[config.mk]
export PLATFORM = sky130hd
export DESIGN_NAME = cbht_ram
export DESIGN_NICKNAME = d
export VERILOG_FILES = /design/src/sv/cbht_ram.sv
export SDC_FILE = /design/constraint.sdc
export NUM_CORES = 1
export LEC_CHECK = 0
export ABC_AREA = 1
export BUFFER_PORTS_ARGS = -buffer_cell sky130_fd_sc_hd__buf_2
export CORE_UTILIZATION = 61
export CTS_CLUSTER_DIAMETER = 50
export DETAILED_ROUTE_END_ITERATION = 10
export PLACE_DENSITY = 0.83
export SYNTH_ARGS = -nofsm -noshare
export SYNTH_HDL_FRONTEND = slang
export SYNTH_SLANG_ARGS = --single-unit
[constraint.sdc]
create_clock -name clk_i -period 1.35 [get_ports clk_i]
set_input_delay 0.135 -clock clk_i [delete_from_list [all_inputs] [get_ports clk_i]]
set_output_delay 0.135 -clock clk_i [all_outputs]
set_load 0.1 [all_outputs]
[src/sv/cbht_ram.sv]
// cbht_ram: generic single-port-write, single-read ram with registered read
// no dependencies
`timescale 1ns / 1ps
module cbht_ram #(
  parameter int unsigned Width = 8,
  parameter int unsigned Depth = 16
) (
  input  logic                     clk_i,
  input  logic                     we_i,
  input  logic [$clog2(Depth)-1:0] waddr_i,
  input  logic [Width-1:0]         wdata_i,
  input  logic [$clog2(Depth)-1:0] raddr_i,
  output logic [Width-1:0]         rdata_o
);
  logic [Width-1:0] mem_q [Depth];

  always_ff @(posedge clk_i) begin
    if (we_i) begin
      mem_q[waddr_i] <= wdata_i;
    end
    rdata_o <= mem_q[raddr_i];
  end
endmodule

==> results of run 1 <==
-- registers in the layout, indices dropped and copies added, names as in the netlist --
| name | cells |
|---|---|
| rdata_o | 8 |
| mem_q | 128 |
-- cells in the mapped netlist --
cell type  number
edfxtp_1      128
nand2_1       173
nand3b_1        2
inv_2           2
nand3_1        97
dfxtp_1         8
buf_1           1
buf_4           4
inv_1         100
buf_6           6
buf_2          13
nor2_1         17
-- final cells by class --
type                            instances  area, um2
Clock buffer                           19        422
Clock inverter                         13        133
Fill cell                             542       2530
Inverter                              102        383
Multi-Input combinational cell        289       1210
Sequential cell                       136       4000
Tap cell                              111        139
Timing Repair Buffer                   51        372
-- power by group through the flow --
stage	Clock (mW)	Sequential (mW)	Combinational, mW
floorplan	0	5.03	0.333
global placement	0	4.83	0.748
detailed placement	0	4.83	0.771
CTS	4.34	4.75	0.804
global route	4.51	4.76	0.872
finish	4.32	4.75	0.814
-- metal layers --
layer	wire length [um]	up-vias
li1	-	1867
met1	4920	1877
met2	6490	266
met3	1330	44
met4	413	0
met5	0	-
-- worst max path at each step --
stage                  startpoint                endpoint  slack [ns]
5_1_grt        rdata_o[4]$_DFF_P_              rdata_o[4]        0.03
3_5_place_dp           raddr_i[0]      rdata_o[2]$_DFF_P_        0.18
6_report       rdata_o[6]$_DFF_P_              rdata_o[6]        0.07
3_3_place_gp           raddr_i[0]      rdata_o[2]$_DFF_P_        0.20
2_1_floorplan          waddr_i[2]  mem_q[10][0]$_DFFE_PP_        0.26
4_1_cts        rdata_o[6]$_DFF_P_              rdata_o[6]        0.01
-- through the flow --
stage	util [%]	power, mW	hold WS, ns	instance area [um2]
floorplan	-	5.36	0.234	5770
global placement	66.1	5.58	0.511	6080
detailed placement	66.1	5.60	0.514	6080
CTS	72.4	9.89	0.00865	6660
global route	72.5	10.1	0.0236	6670
finish	72.5	9.88	0.0191	6670
-- logic make-up (layout without fill, tap and decap cells) --
family	Yosys count	after routing	share of synthesized area, %
buf+inv	126	185	9.52
flops	136	136	69.4
simple gates	289	289	21.0
-- repair_timing --
action                                  CTS  global route
hold endpoints to repair                  2             0
endpoints found under the setup margin    8             1
cloned                                    0             0
resized for setup                         8             1
hold buffers                              1             0
==> out/metrics.yaml, run 1 <==
drt_first_pass_iters: 5
yosys_warnings: 0
grt_use_total_pct: 29.7
cp-end-kind: "output pin"
dp_hpwl_mm: 7.80
rsz0062_at_grt: "false"
syn_area_um2: 5770
met2_usage_pct: 46.6
gr-total-overflow: 0
syn_inst: 551
place_inst: 688
ir_drop_mv: 1.04
final_common_cell: "nand2_1"
cts.sinks: 136
finalClockSkew_ns: 0.00867
io_pins: 26
r2r_slack_ns: 0.19
cp_max_fo: 1
power.density_nw_per_um2: 1480
intPower_mw: 7.53
crit_path_start_kind: "flip-flop"
crit_required_ns: 1.22
ant_nets: 0
p_leak_nw: 2.93
final_nets: 615
finalSetupTns_ns: 0
diodes: 0
htreeDepth: 4
slowest_stage: "dfxtp_1"
start_util_pct: 62.7
vias: 4054
sw_frac_of_total_pct: 23.8
use_met1_pct: 39.5
drcViolationCount: 0
crit_buf_inv: 1
row_count: 35
yosysSeqAreaShare_pct: 69.4
ys_top_cells_by_area: "edfxtp_1, nand2_1, nand3_1"
timing.final.crit_share_pct: 95.1
wl_per_cell_um: 18.2
grt_pass1_wl_mm: 21.1
timing.final.setup_violations: 0
drive_above_1_share_pct: 13.3
path_cells: "buf_6"
max_freq_mhz: 779
die_w_um: 99.2
layout_common_cells: "nand2_1, edfxtp_1, inv_1"
cts_tree: "yes"
cp_data_arrival_time_ns: 1.15
worstMarginPinSlew_ns: 0.381
cts_buffers: 17
pwr-share-seq_pct: 48.1
cts_root_buf: "clkbuf_8"
drt-total-wl_mm: 13.2
ys_types: 12
cts_setup_buffers: 0
cts.reportedPaths.clkPinSlew_ns: 0.06
hold_viol_final: 0
avgSynthCellArea_um2: 10.5
synth.top_cell.area_share_pct: 66.7
portBuffers: 25
global_route.usage.met3_pct: 7.73
synth_top_area_cell: "edfxtp_1"
regToRegStartpoint: "mem_q[3][4]$_DFFE_PP_"
final_max_slew_viol_count: 0
slew_headroom_pct: 74.6
grt-busiest-layer: "met2"
cpPeakStageDelay_ns: 0.38
post_layout_nonfiller_instances: 721
synth_nets: 569
cap_violations: 0
syn2layout_area_growth_pct: 15.6
post-place-ws_ns: 0.182
rr_worst_depth: 6
antenna_found_initial: 0
period_needed_ns: 1.28
crit_family: "flip-flops"
clkPwrFrac_pct: 43.7
min_path_cells: 1
holdCritPathClass: "primary input to flip-flop"
min_to: "mem_q[8][3]$_DFFE_PP_"
critical_path_class: "flip-flop to output pin"
grt_pass1_vias: 3982
clk_latency_ns: 0.53
r2r-end: "rdata_o[4]$_DFF_P_"
power.switching_mw: 2.35
dieArea_um2: 9850
ys_ff_latch: 136
setup_ws_ns: 0.0660
outcome: "complete, no violations"
die_y_um: 99.2
cp.depth: 1
cts_max_path_buffers: 2
post_drt_via_cell_ratio: 5.62
gp_congestion: 0.813
pwr-share-comb_pct: 8.2
min_from: "wdata_i[3]"
grt_max_degree: 42
core_area_um2: 9200
first_iter_violations: 507
Note: power is estimated with default switching activity, not from simulation.
==> inputs of run 2 (changes only) <==
==> constraint.sdc (replaced) <==
create_clock -name clk_i -period 1.35 [get_ports clk_i]
set_input_delay 0.27 -clock clk_i [delete_from_list [all_inputs] [get_ports clk_i]]
set_output_delay 0.27 -clock clk_i [all_outputs]
set_load 0.1 [all_outputs]
==> run 2 against run 1 <==
- routed wire length rose by 6.0%
- first-iteration DRC count increased by 18%
- register-to-register slack gained 0.07 ns
- utilization is 1.8 points higher
- sequential power about the same
==> out/metrics.yaml, run 2 (same netlist as run 1, synthesis figures left out) <==
gr-total-overflow: 0  # unchanged
cts_setup_buffers: 0  # unchanged
max_freq_mhz: 751  # -3.5%
final_nets: 618  # +0.49%
pwr-share-comb_pct: 8.8  # +0.6 points
setup_ws_ns: 0.0191  # -0.0468 ns
critical_path_class: "flip-flop to output pin"
slowest_stage: "dfxtp_4"
top_regs: "mem_q x128, rdata_o x8"
largest_reg_flops: 128  # unchanged
crit_required_ns: 1.08  # -0.14 ns
core_area_um2: 9200  # unchanged
portBuffers: 25  # unchanged
grt_pass1_vias: 4036  # +1.4%
rsz0062_at_grt: "true"
grt_use_total_pct: 30.3  # +0.60 points
cts_tree: "yes"
holdCritPathClass: "primary input to flip-flop"
layout_common_cells: "nand2_1, edfxtp_1, inv_1"
intPower_mw: 7.82  # +3.7%
die_y_um: 99.2  # unchanged
gp_congestion: 0.855  # +5.2%
cp-end-kind: "output pin"
post_drt_via_cell_ratio: 5.89  # +4.7%
timing.final.setup_violations: 0  # unchanged
drive_above_1_share_pct: 14.8  # +1.6 points
power.switching_mw: 2.43  # +3.3%
path_cells: "buf_12"
power.density_nw_per_um2: 1500  # +1.1%
dieArea_um2: 9850  # unchanged
outcome: "complete, no violations"
cts.sinks: 136  # unchanged
sw_frac_of_total_pct: 23.7  # -0.079 points
io_pins: 26  # unchanged
postLayoutCoreUtil_pct: 74.3  # +1.8 points
finalSetupTns_ns: 0  # unchanged
post_layout_nonfiller_instances: 724  # +0.42%
finalClockSkew_ns: 0.00706  # -0.00161 ns
row_count: 35  # unchanged
dp_hpwl_mm: 7.93  # +1.6%
vias: 4262  # +5.1%
crit_path_start_kind: "flip-flop"
drcViolationCount: 0  # unchanged
cpPeakStageDelay_ns: 0.37  # about the same
start_util_pct: 62.7  # unchanged
slew_headroom_pct: 74.4  # -0.21 points
cts_buffers: 17  # unchanged
crit_buf_inv: 1  # unchanged
largest-register: "mem_q"
final_max_slew_viol_count: 0  # unchanged
htreeDepth: 4  # unchanged
cts_max_path_buffers: 2  # unchanged
hold_viol_final: 0  # unchanged
cap_violations: 0  # unchanged
hold_buffers: 0  # -1
ir_drop_mv: 1.08  # +4.1%
post-place-ws_ns: 0.00788  # -0.174 ns
worstMarginPinSlew_ns: 0.384  # +0.00315 ns
grt_pass1_wl_mm: 21.5  # +1.9%
finalPower_mw: 10.2  # +3.6%
antenna_found_initial: 0  # unchanged
grt_max_degree: 41  # -2.4%
clkPwrFrac_pct: 44.6  # +0.9 points
cp_max_fo: 1  # unchanged
ant_nets: 0  # unchanged
timing.final.crit_share_pct: 98.6  # +3.5 points
cts_root_buf: "clkbuf_8"
period_needed_ns: 1.33  # +0.0468 ns
drt_first_pass_iters: 7  # +2
diodes: 0  # unchanged
cts.reportedPaths.clkPinSlew_ns: 0.06  # about the same
place_inst: 692  # +0.58%
final_common_cell: "nand2_1"
drt-total-wl_mm: 13.9  # +6.0%
cp_data_arrival_time_ns: 1.06  # -0.09 ns
pwr-share-seq_pct: 46.6  # -1.5 points
die_w_um: 99.2  # unchanged
p_leak_nw: 2.99  # +2.1%
first_iter_violations: 597  # +18%
crit_family: "flip-flops"
clk_latency_ns: 0.52  # about the same
syn2layout_area_growth_pct: 18.5
wl_per_cell_um: 19.2  # +5.5%
## run 2: worst reg2reg max path: stages (launching register included)
cell and delay, ns:
edfxtp_1 0.37, inv_1 0.06, nand2_1 0.06, nand3_1 0.09
nand3_1 0.14, nand3_1 0.18, nand2_1 0.08
## run 2: area by class of cell
cell class	count	area (um2)
Sequential cell	136	4010
Fill cell	524	2360
Multi-Input combinational cell	289	1210
Timing Repair Buffer	54	500
Clock buffer	20	425
Inverter	102	383
Clock inverter	12	156
Tap cell	111	139
## run 2: timing repair
action                                  4_1_cts  5_1_grt
pin swaps                                     0        0
endpoints found under the hold margin         0        0
endpoints found under the setup margin        5        5
resized for setup                            19        4
## run 2: worst paths after layout
| kind | cells past startpoint | slack (ns) | to | from |
|---|---|---|---|---|
| worst min-delay path | 1 | 0.16 | mem_q[3][2]$_DFFE_PP_ | wdata_i[2] |
| worst max register to register | 6 | 0.26 | rdata_o[1]$_DFF_P_ | mem_q[8][1]$_DFFE_PP_ |
| worst min register to register | 6 | 0.70 | rdata_o[6]$_DFF_P_ | mem_q[2][6]$_DFFE_PP_ |
| worst max-delay path | 1 | 0.02 | rdata_o[6] | rdata_o[6]$_DFF_P_ |
## run 2: per-stage QoR
stage                     hold WS, ns  area (um2)
after global routing            0.147        6830
after floorplan                 0.369        5770
final                           0.157        6830
after detailed placement        0.661        6180
after global placement          0.630        6180
after CTS                       0.147        6820
## run 2: power by group through the flow
stage	registers (mW)	clock network [mW]	logic, mW
3_5_place_dp	4.85	0	0.826
5_1_grt	4.78	4.72	0.948
2_1_floorplan	5.03	0	0.333
4_1_cts	4.77	4.56	0.884
3_3_place_gp	4.84	0	0.804
6_report	4.77	4.57	0.902
## run 2: metal layers
metal  wire length, um  track usage, %
met5                 0               0
met4               663            14.1
met3              1630            7.66
met2              6710            49.3
met1              4930            38.6
